--- src/plpg_pkg.sv ---
// ----------------------------------------------------------------------------
// plpg_pkg
// Shared types and constants for the projected line point generator.
// ----------------------------------------------------------------------------
package plpg_pkg;

  localparam int STEPS_DEF   = 40;
  localparam int STEPS_MAX_W = 6;
  localparam int COORD_W     = 16;
  localparam int PIX_W       = 9;
  localparam int FRAC_W      = 12;
  localparam int ONE_Q12     = 4096;
  localparam int CULL_Q12    = 12288;
  localparam int NUM_SH      = 14;
  localparam int QUO_W       = 18;
  localparam int DEN_W       = 16;
  localparam int QUEUE_DEPTH = 4;

  localparam int AXES = 3;
  localparam int AX_X = 0;
  localparam int AX_Y = 1;
  localparam int AX_Z = 2;

  typedef logic signed [COORD_W-1:0] coord_t;

  typedef struct packed {
    coord_t             x;
    coord_t             y;
    logic [DEN_W-1:0]   den;
    logic               behind;
    logic               last;
  } point_t;

endpackage

--- src/plpg_front.sv ---
// ----------------------------------------------------------------------------
// plpg_front
// Takes segments, works out the per-step increment and remainder per axis,
// and walks the STEPS+1 interpolated points into the queue, one per cycle unless it is full.
// ----------------------------------------------------------------------------
module plpg_front #(
  parameter int STEPS = plpg_pkg::STEPS_DEF
) (
  input  logic             clk,
  input  logic             rst,
  input  logic             start,
  output logic             busy,
  input  plpg_pkg::coord_t start_x,
  input  plpg_pkg::coord_t start_y,
  input  plpg_pkg::coord_t start_z,
  input  plpg_pkg::coord_t end_x,
  input  plpg_pkg::coord_t end_y,
  input  plpg_pkg::coord_t end_z,
  output logic             push,
  output plpg_pkg::point_t push_data,
  input  logic             full
);
  import plpg_pkg::*;

  localparam int IDX_W  = $clog2(STEPS + 1);
  localparam int RS_W   = IDX_W + 1;
  localparam int DIFF_W = COORD_W + 1;
  localparam int SUM_W  = COORD_W + 2;
  localparam int RCP_SH = COORD_W + STEPS_MAX_W;
  localparam int RCP_W  = RCP_SH + 1;
  localparam int PROD_W = COORD_W + RCP_W;
  localparam longint RCP = ((longint'(1) << RCP_SH) + STEPS - 1) / STEPS;

  coord_t                    in_s    [AXES];
  coord_t                    in_e    [AXES];
  logic signed [DIFF_W-1:0]  in_diff [AXES];
  logic [COORD_W-1:0]        in_abs  [AXES];
  logic                      in_neg  [AXES];

  logic                      s1_valid;
  coord_t                    s1_s    [AXES];
  logic [COORD_W-1:0]        s1_dabs [AXES];
  logic                      s1_dneg [AXES];
  logic [PROD_W-1:0]         s1_prod [AXES];

  logic                      s2_valid;
  coord_t                    s2_s    [AXES];
  logic [COORD_W-1:0]        s2_qm   [AXES];
  logic [COORD_W-1:0]        s2_dabs [AXES];
  logic                      s2_dneg [AXES];
  logic [COORD_W-1:0]        ld_qs   [AXES];
  logic [COORD_W-1:0]        ld_rm16 [AXES];
  logic [IDX_W-1:0]          ld_rm   [AXES];
  logic signed [DIFF_W-1:0]  ld_dq   [AXES];
  logic [IDX_W-1:0]          ld_dr   [AXES];

  logic                      gen_active;
  logic [IDX_W-1:0]          gen_idx;
  coord_t                    gen_p   [AXES];
  logic [IDX_W-1:0]          gen_r   [AXES];
  logic signed [DIFF_W-1:0]  gen_dq  [AXES];
  logic [IDX_W-1:0]          gen_dr  [AXES];
  logic [RS_W-1:0]           gen_rsum[AXES];
  logic                      gen_cy  [AXES];
  logic [SUM_W-1:0]          gen_sum [AXES];
  logic [IDX_W-1:0]          gen_r_next [AXES];

  logic accept, s2_take, load, gen_last, gen_done;

  assign in_s[AX_X] = start_x;
  assign in_s[AX_Y] = start_y;
  assign in_s[AX_Z] = start_z;
  assign in_e[AX_X] = end_x;
  assign in_e[AX_Y] = end_y;
  assign in_e[AX_Z] = end_z;

  always_comb begin
    for (int a = 0; a < AXES; a++) begin
      in_diff[a] = DIFF_W'(in_e[a]) - DIFF_W'(in_s[a]);
      in_neg[a]  = in_diff[a][DIFF_W-1];
      in_abs[a]  = in_neg[a] ? COORD_W'(-in_diff[a]) : COORD_W'(in_diff[a]);
      s1_prod[a] = PROD_W'(s1_dabs[a]) * PROD_W'(RCP);
      // floor division of the difference by STEPS
      ld_qs[a]   = s2_qm[a] * COORD_W'(STEPS);
      ld_rm16[a] = s2_dabs[a] - ld_qs[a];
      ld_rm[a]   = ld_rm16[a][IDX_W-1:0];
      if (!s2_dneg[a]) begin
        ld_dq[a] = {1'b0, s2_qm[a]};
        ld_dr[a] = ld_rm[a];
      end else if (ld_rm[a] == '0) begin
        ld_dq[a] = -$signed({1'b0, s2_qm[a]});
        ld_dr[a] = '0;
      end else begin
        ld_dq[a] = ~$signed({1'b0, s2_qm[a]});
        ld_dr[a] = IDX_W'(STEPS) - ld_rm[a];
      end
      gen_rsum[a]   = RS_W'(gen_r[a]) + RS_W'(gen_dr[a]);
      gen_cy[a]     = gen_rsum[a] >= RS_W'(STEPS);
      gen_r_next[a] = gen_cy[a] ? IDX_W'(gen_rsum[a] - RS_W'(STEPS)) : IDX_W'(gen_rsum[a]);
      gen_sum[a]    = SUM_W'(gen_p[a]) + SUM_W'(gen_dq[a]) + SUM_W'(gen_cy[a]);
    end
  end

  assign gen_last = (gen_idx == IDX_W'(STEPS));
  assign push     = gen_active && !full;
  assign gen_done = push && gen_last;
  assign load     = s2_valid && (!gen_active || gen_done);
  assign s2_take  = s1_valid && (!s2_valid || load);
  assign busy     = s1_valid && !s2_take;
  assign accept   = start && !busy;

  always_comb begin
    push_data.x      = gen_p[AX_X];
    push_data.y      = gen_p[AX_Y];
    push_data.behind = gen_p[AX_Z][COORD_W-1];
    push_data.den    = push_data.behind ? DEN_W'(ONE_Q12)
                                        : DEN_W'(gen_p[AX_Z]) + DEN_W'(ONE_Q12);
    push_data.last   = gen_last;
  end

  always_ff @(posedge clk) begin
    if (rst) begin
      s1_valid   <= 1'b0;
      s2_valid   <= 1'b0;
      gen_active <= 1'b0;
    end else begin
      s1_valid   <= accept || (s1_valid && !s2_take);
      s2_valid   <= s2_take || (s2_valid && !load);
      gen_active <= load || (gen_active && !gen_done);
    end
  end

  always_ff @(posedge clk) begin
    for (int a = 0; a < AXES; a++) begin
      if (accept) begin
        s1_s[a]    <= in_s[a];
        s1_dabs[a] <= in_abs[a];
        s1_dneg[a] <= in_neg[a];
      end
      if (s2_take) begin
        s2_s[a]    <= s1_s[a];
        s2_qm[a]   <= s1_prod[a][RCP_SH +: COORD_W];
        s2_dabs[a] <= s1_dabs[a];
        s2_dneg[a] <= s1_dneg[a];
      end
      if (load) begin
        gen_p[a]  <= s2_s[a];
        gen_r[a]  <= '0;
        gen_dq[a] <= ld_dq[a];
        gen_dr[a] <= ld_dr[a];
      end else if (push) begin
        gen_p[a] <= COORD_W'(gen_sum[a]);
        gen_r[a] <= gen_r_next[a];
      end
    end
    if (load) begin
      gen_idx <= '0;
    end else if (push) begin
      gen_idx <= gen_idx + IDX_W'(1);
    end
  end

endmodule

--- src/plpg_queue.sv ---
// ----------------------------------------------------------------------------
// plpg_queue
// Short first-word-fall-through queue of points between front and back.
// ----------------------------------------------------------------------------
module plpg_queue (
  input  logic             clk,
  input  logic             rst,
  input  logic             push,
  input  plpg_pkg::point_t wr_data,
  output logic             full,
  input  logic             pop,
  output plpg_pkg::point_t rd_data,
  output logic             empty
);
  import plpg_pkg::*;

  localparam int PTR_W = $clog2(QUEUE_DEPTH);
  localparam int CNT_W = PTR_W + 1;

  point_t           mem [QUEUE_DEPTH];
  logic [PTR_W-1:0] wr_ptr;
  logic [PTR_W-1:0] rd_ptr;
  logic [CNT_W-1:0] count;
  logic             do_wr, do_rd;

  assign full    = (count == CNT_W'(QUEUE_DEPTH));
  assign empty   = (count == '0);
  assign do_wr   = push && !full;
  assign do_rd   = pop && !empty;
  assign rd_data = mem[rd_ptr];

  always_ff @(posedge clk) begin
    if (rst) begin
      wr_ptr <= '0;
      rd_ptr <= '0;
      count  <= '0;
    end else begin
      if (do_wr) begin
        wr_ptr <= wr_ptr + PTR_W'(1);
      end
      if (do_rd) begin
        rd_ptr <= rd_ptr + PTR_W'(1);
      end
      if (do_wr && !do_rd) begin
        count <= count + CNT_W'(1);
      end else if (do_rd && !do_wr) begin
        count <= count - CNT_W'(1);
      end
    end
  end

  always_ff @(posedge clk) begin
    if (do_wr) begin
      mem[wr_ptr] <= wr_data;
    end
  end

endmodule

--- src/plpg_back.sv ---
// ----------------------------------------------------------------------------
// plpg_back
// Projects each point: pipelined radix-2 divide of 4x and 4y by z+1, cull,
// then scale and offset to screen column and row.
// ----------------------------------------------------------------------------
module plpg_back (
  input  logic                               clk,
  input  logic                               rst,
  input  logic                               empty,
  input  plpg_pkg::point_t                   rd_data,
  output logic                               pop,
  output logic                               strobe,
  output logic signed [plpg_pkg::PIX_W-1:0]  pixel_col,
  output logic signed [plpg_pkg::PIX_W-1:0]  pixel_row,
  output logic                               visible,
  output logic                               last_point
);
  import plpg_pkg::*;

  localparam int NX_W    = 15;
  localparam int MAP_W   = 21;
  localparam int SCALE   = 30;
  localparam int HALF    = ONE_Q12 / 2;
  localparam int ROW_OFS = 20 * ONE_Q12;
  localparam int HI_SH   = QUO_W - NUM_SH;

  typedef struct packed {
    logic               v;
    logic               behind;
    logic               last;
    logic [DEN_W-1:0]   den;
    logic               xneg;
    logic               yneg;
    logic [QUO_W-1:0]   numx;
    logic [QUO_W-1:0]   numy;
    logic [DEN_W-1:0]   rx;
    logic [DEN_W-1:0]   ry;
    logic [QUO_W-1:0]   qx;
    logic [QUO_W-1:0]   qy;
  } div_t;

  function automatic div_t div_step(div_t a);
    div_t           b;
    logic [DEN_W:0] tx;
    logic [DEN_W:0] ty;
    b  = a;
    tx = {a.rx, a.numx[QUO_W-1]};
    ty = {a.ry, a.numy[QUO_W-1]};
    if (tx >= {1'b0, a.den}) begin
      b.rx = DEN_W'(tx - {1'b0, a.den});
      b.qx = {a.qx[QUO_W-2:0], 1'b1};
    end else begin
      b.rx = DEN_W'(tx);
      b.qx = {a.qx[QUO_W-2:0], 1'b0};
    end
    if (ty >= {1'b0, a.den}) begin
      b.ry = DEN_W'(ty - {1'b0, a.den});
      b.qy = {a.qy[QUO_W-2:0], 1'b1};
    end else begin
      b.ry = DEN_W'(ty);
      b.qy = {a.qy[QUO_W-2:0], 1'b0};
    end
    b.numx = a.numx << 1;
    b.numy = a.numy << 1;
    return b;
  endfunction

  function automatic logic signed [PIX_W-1:0] to_pix(logic signed [MAP_W-1:0] v);
    logic [MAP_W-1:0] m;
    logic [PIX_W-1:0] c;
    m = v[MAP_W-1] ? MAP_W'(-v) : MAP_W'(v);
    c = PIX_W'(m >> FRAC_W);
    return v[MAP_W-1] ? -c : c;
  endfunction

  div_t                     st      [QUO_W+1];
  div_t                     st_next [QUO_W+1];
  div_t                     st_in;
  logic [COORD_W-1:0]       xabs, yabs;
  logic                     fin_vis;
  logic signed [NX_W-1:0]   fin_nx, fin_ny;

  logic                     p1_valid, p1_vis, p1_last;
  logic signed [NX_W-1:0]   p1_nx, p1_ny;
  logic                     p2_valid, p2_vis, p2_last;
  logic signed [MAP_W-1:0]  p2_fc, p2_fr;

  assign pop = !empty;

  always_comb begin
    xabs         = rd_data.x[COORD_W-1] ? COORD_W'(-rd_data.x) : COORD_W'(rd_data.x);
    yabs         = rd_data.y[COORD_W-1] ? COORD_W'(-rd_data.y) : COORD_W'(rd_data.y);
    st_in.v      = pop;
    st_in.behind = rd_data.behind;
    st_in.last   = rd_data.last;
    st_in.den    = rd_data.den;
    st_in.xneg   = rd_data.x[COORD_W-1];
    st_in.yneg   = rd_data.y[COORD_W-1];
    st_in.numx   = QUO_W'({xabs, {NUM_SH{1'b0}}});
    st_in.numy   = QUO_W'({yabs, {NUM_SH{1'b0}}});
    st_in.rx     = DEN_W'(xabs >> HI_SH);
    st_in.ry     = DEN_W'(yabs >> HI_SH);
    st_in.qx     = '0;
    st_in.qy     = '0;
  end

  // divider stages; reset clears every stage's valid bit
  always_comb begin
    st_next[0]   = st_in;
    st_next[0].v = st_in.v && !rst;
    for (int k = 1; k <= QUO_W; k++) begin
      st_next[k]   = div_step(st[k-1]);
      st_next[k].v = st[k-1].v && !rst;
    end
  end

  always_comb begin
    fin_vis = !st[QUO_W].behind
              && (st[QUO_W].qx <= QUO_W'(CULL_Q12))
              && (st[QUO_W].qy <= QUO_W'(CULL_Q12));
    fin_nx  = $signed({1'b0, st[QUO_W].qx[NX_W-2:0]});
    fin_ny  = $signed({1'b0, st[QUO_W].qy[NX_W-2:0]});
    if (st[QUO_W].xneg) begin
      fin_nx = -fin_nx;
    end
    if (st[QUO_W].yneg) begin
      fin_ny = -fin_ny;
    end
  end

  always_ff @(posedge clk) begin
    for (int k = 0; k <= QUO_W; k++) begin
      st[k] <= st_next[k];
    end
    p1_vis  <= fin_vis;
    p1_last <= st[QUO_W].last;
    p1_nx   <= fin_nx;
    p1_ny   <= fin_ny;
    p2_vis  <= p1_vis;
    p2_last <= p1_last;
    p2_fc   <= (MAP_W'(p1_nx) + MAP_W'(2 * ONE_Q12)) * MAP_W'(SCALE) + MAP_W'(HALF);
    p2_fr   <= (MAP_W'(2 * ONE_Q12) - MAP_W'(p1_ny)) * MAP_W'(SCALE)
               + MAP_W'(ROW_OFS + HALF);
    pixel_col <= (p2_valid && p2_vis) ? to_pix(p2_fc) : '0;
    pixel_row <= (p2_valid && p2_vis) ? to_pix(p2_fr) : '0;
  end

  always_ff @(posedge clk) begin
    if (rst) begin
      p1_valid   <= 1'b0;
      p2_valid   <= 1'b0;
      strobe     <= 1'b0;
      visible    <= 1'b0;
      last_point <= 1'b0;
    end else begin
      p1_valid   <= st[QUO_W].v;
      p2_valid   <= p1_valid;
      strobe     <= p2_valid;
      visible    <= p2_valid && p2_vis;
      last_point <= p2_valid && p2_last;
    end
  end

endmodule

--- src/projected_line_point_generator_core.sv ---
// A segment passes the front's s1 and s2 registers, the point walker, the queue, the
// divider stages, p1, p2 and the output registers; its points then come out one point
// per cycle, STEPS+1 points per segment. The front sets up the next segment while the
// point walker runs the current one.
// Reset (rst, synchronous): clears all valid and control state; work in flight is
// dropped. Results cannot be stalled.
// ----------------------------------------------------------------------------
// projected_line_point_generator_core
// Segment in, projected screen points out: front walks the points, a short
// queue decouples it from the divider and mapping pipeline in the back.
// ----------------------------------------------------------------------------
module projected_line_point_generator_core #(
  parameter int STEPS = plpg_pkg::STEPS_DEF
) (
  input  logic                               clk,
  input  logic                               rst,
  input  logic                               start,
  output logic                               busy,
  input  plpg_pkg::coord_t                   start_x,
  input  plpg_pkg::coord_t                   start_y,
  input  plpg_pkg::coord_t                   start_z,
  input  plpg_pkg::coord_t                   end_x,
  input  plpg_pkg::coord_t                   end_y,
  input  plpg_pkg::coord_t                   end_z,
  output logic                               strobe,
  output logic signed [plpg_pkg::PIX_W-1:0]  pixel_col,
  output logic signed [plpg_pkg::PIX_W-1:0]  pixel_row,
  output logic                               visible,
  output logic                               last_point
);
  import plpg_pkg::*;

  point_t q_wr_data;
  point_t q_rd_data;
  logic   q_push, q_full, q_pop, q_empty;

  plpg_front #(
    .STEPS (STEPS)
  ) u_front (
    .clk       (clk),
    .rst       (rst),
    .start     (start),
    .busy      (busy),
    .start_x   (start_x),
    .start_y   (start_y),
    .start_z   (start_z),
    .end_x     (end_x),
    .end_y     (end_y),
    .end_z     (end_z),
    .push      (q_push),
    .push_data (q_wr_data),
    .full      (q_full)
  );

  plpg_queue u_queue (
    .clk     (clk),
    .rst     (rst),
    .push    (q_push),
    .wr_data (q_wr_data),
    .full    (q_full),
    .pop     (q_pop),
    .rd_data (q_rd_data),
    .empty   (q_empty)
  );

  plpg_back u_back (
    .clk        (clk),
    .rst        (rst),
    .empty      (q_empty),
    .rd_data    (q_rd_data),
    .pop        (q_pop),
    .strobe     (strobe),
    .pixel_col  (pixel_col),
    .pixel_row  (pixel_row),
    .visible    (visible),
    .last_point (last_point)
  );

endmodule

--- config.mk ---
export PLATFORM = sky130hd
export DESIGN_NAME = projected_line_point_generator_core
export DESIGN_NICKNAME = d
export VERILOG_FILES = /design/src/plpg_pkg.sv /design/src/plpg_front.sv /design/src/plpg_queue.sv /design/src/plpg_back.sv /design/src/projected_line_point_generator_core.sv
export SDC_FILE = /design/constraint.sdc
export NUM_CORES = 2
export LEC_CHECK = 0
export BUFFER_PORTS_ARGS = -buffer_cell sky130_fd_sc_hd__buf_2
export CORE_UTILIZATION = 30
export DETAILED_ROUTE_END_ITERATION = 8
export GPL_TIMING_DRIVEN = 0
export SLEW_MARGIN = 25
export SYNTH_ARGS = -nofsm -noshare
export SYNTH_HDL_FRONTEND = slang
export SYNTH_SLANG_ARGS = --single-unit
--- constraint.sdc ---
create_clock -name clk -period 27.7 [get_ports clk]
set_input_delay 1.385 -clock clk [delete_from_list [all_inputs] [get_ports clk]]
set_output_delay 1.385 -clock clk [all_outputs]
set_load 0.02 [all_outputs]
==> flow_summary.toml <==
[clock_tree]
cts_setup_buffers = 0
hold_buffers = 0
cts_tree = "yes"
root_buffer = "clkbuf_16"
htree_levels = 4
clk_latency_ps = 920
cts-resized-gates = 0
cts_sinks = 1961
numCtsBuffers = 208
clk_pin_slew_ps = 60
clockBufferDepth = 4

[routing]
drcViolationCount = 0
routed-via-count = 67060
first_pass_iters = 5
initialDrtViolationCount = 3425
routed_via_density = 4.527
routed_wl_mm = 223.8
ant_nets = 0
wire_per_inst_um = 15.11

[placement]
place_hpwl_mm = 179.0
portBuffers = 120
gp_congestion = 0.8577

[global_routing]
grt_util_met1_pct = 16.48
grt_usage_pct = 12.69
grt_pass1_wl_mm = 357.8
use_met2_pct = 22.05
grt_overflow_total = 0
grt_busiest_layer = "met2"
grt_start_max_net_pins = 52
grt_pass1_vias = 67130
use_met3_pct = 1.545
antenna_found_initial = 2

[timing]
timing.fmax_mhz = 148.6
fin_crit_sh_pct = 24.30
slew-limit-headroom_pct = 37.80
finalSetupTns_ps = 0
rsz0062_at_grt = "false"
slew_viol_final = 0
finClkSkew_ps = 111.7
hold_viol_final = 0
tightest_slew_ps = 933.1
finalCriticalPeriod_ps = 6730
finalSetupViolCount = 0

[floorplan]
start_util_pct = 30.23
core_um2 = 343800
die-area_um2 = 348800
rows = 215
io_pins = 121
die_x_um = 590.6
fp.dieH_um = 590.6

[yosys]
synth_top_area_cell = "dfxtp_1"
synthArstFlopShare_pct = 0
synthDistinctLibCells = 82
synth_seq_cells = 1961
netlist_top_cells_area = "dfxtp_1 (28%), edfxtp_1 (15%), ha_1 (14%)"
synthCells = 9741
ys_seq_area_share_pct = 42.90
yosysWarningCount = 0
syn_area_per_cell_um2 = 10.67
syn_nets = 11350
synth_ff_type = "dfxtp_1"
synth_edf_count = 533
synth_top_area_share_pct = 27.50
syn-cell-area_um2 = 103900

[worst_setup_path]
critPathMaxFanout = 5
end_kind = "register"
crit_type = "register to register"
cp_data_arrival_time_ps = 7350
cp.required_ps = 28320
critPathLaunchType = "register"

[cells_and_area]
nFillCells = 34470
final_nets = 11690
syn2layout_area_growth_pct = 13.47
drive_gt1_share_pct = 10.21

[run]
drv_cap = 0

[outcome]
status = "finished clean"

[min_path]
min_path_type = "register to register"
-- flip-flops by register name (all words and copies together) (netlist names), 18 cells and up, named ones only --
register,cells
u_front.gen_p,48
u_back.p2_fr,20
u_front.s2_s,48
u_front.s1_dabs,48
u_back.p2_fc,20
u_front.s2_qm,33
u_front.gen_r,18
u_back.st,1313
u_front.gen_dr,18
u_queue.mem,200
u_front.s1_s,48
u_front.s2_dabs,18
u_front.gen_dq,48
-- synth_stat cells, drive strengths merged, types with 33 or more instances --
cell type	instances
dfxtp	1428
inv	1352
ha	1171
edfxtp	533
nor2	517
nand2	503
xnor2	503
a21oi	475
mux2	453
o21ai	414
fa	338
xor2	202
a21o	166
nor3	161
nor2b	141
nand3	126
nand4	126
o21bai	91
o21a	86
a21boi	85
clkbuf	71
a31oi	65
a211oi	53
and2	53
and3	51
mux2i	51
mux4	48
nor4	48
nand2b	46
or3	40
a211o	35
o2111ai	34
nand3b	33
-- cell type report --
cell class,count,area [µm²],share of cell area (%)
Tap cell,4557,5702,4.834
Antenna cell,2,5.005,0.004243
Inverter,1353,5079,4.306
Timing Repair Buffer,135,991.0,0.8402
Clock inverter,121,1585,1.344
Multi-Input combinational cell,6341,53980,45.77
Sequential cell,1961,44590,37.81
Buffer,86,340.3,0.2885
Clock buffer,259,5673,4.810
-- placed cells by master, fill, tap and decap left out, types with 28 or more instances in the layout --
cell	instances
a211o_1	35
a211oi_1	52
a21boi_0	84
a21o_1	166
a21oi_1	469
a31oi_1	65
and2_1	53
and3_1	47
buf_2	131
bufinv_16	28
clkbuf_1	97
clkbuf_16	212
clkinv_2	30
dfxtp_1	1428
edfxtp_1	533
fa_1	338
ha_1	1171
inv_1	1352
mux2_2	453
mux2i_1	51
mux4_2	48
nand2_1	503
nand2b_1	46
nand3_1	126
nand3b_1	33
nand4_1	126
nor2_1	516
nor2b_1	140
nor3_1	160
nor4_1	47
o2111ai_1	34
o21a_1	86
o21ai_0	383
o21ai_1	31
o21bai_1	91
o31ai_1	29
or3_1	40
xnor2_1	503
xor2_1	202
-- critical path: stages, from the launching register on --
cell	delay, ps
edfxtp_1	560
ha_1	380
inv_1	110
fa_1	520
fa_1	530
fa_1	560
inv_1	60
fa_1	530
inv_1	50
fa_1	530
inv_1	50
ha_1	330
nand3_1	110
nor2_1	70
o21ai_0	140
nand2b_1	120
o31ai_1	600
a311oi_1	300
a311o_1	450
a21o_1	210
a21oi_1	170
xnor2_1	90
-- stage by stage --
| stage | setup WS (ps) | cell area, µm² | utilization [%] | instances | hold WS (ps) |
|---|---|---|---|---|---|
| 2_1_floorplan | 18500 | 103900 | - | 9741 | 309.6 |
| 3_3_place_gp | 14540 | 110200 | 32.07 | 14420 | 309.6 |
| 3_5_place_dp | 20940 | 110700 | 32.20 | 14430 | 312.1 |
| 4_1_cts | 20930 | 117900 | 34.31 | 14810 | 228.2 |
| 5_1_grt | 20730 | 117900 | 34.31 | 14820 | 232.6 |
| 6_report | 20970 | 117900 | 34.31 | 14820 | 226.2 |
-- per-layer routing --
layer	vias up	share of wire, %
met4	4	2.6
met3	310	3.3
met1	31520	46
li1	34280	-
met5	-	0.13
met2	956	48
-- final timing paths --
check / startpoint / to / cells after the start / slack, ps
setup / recovery: u_front.s1_dabs[0][41] / u_front.s2_qm[0][32] / 21 / 20970
hold / removal: u_back.st[16][25] / u_back.st[17][26] / 0 / 230
setup reg to reg: u_front.s1_dabs[0][41] / u_front.s2_qm[0][32] / 21 / 20970
hold reg to reg: u_back.st[16][25] / u_back.st[17][26] / 0 / 230
-- logic make-up after synthesis --
logic type	synth area share, %
flops	42.90
fa+ha+maj	20.61
compound gates	10.01
buf+inv	5.210
simple gates	8.900
xor+xnor	5.940
mux	6.439
Power is left out: the tool's default activity adds up to more than one toggle a clock period on the data nets, which glitch-free logic cannot reach.
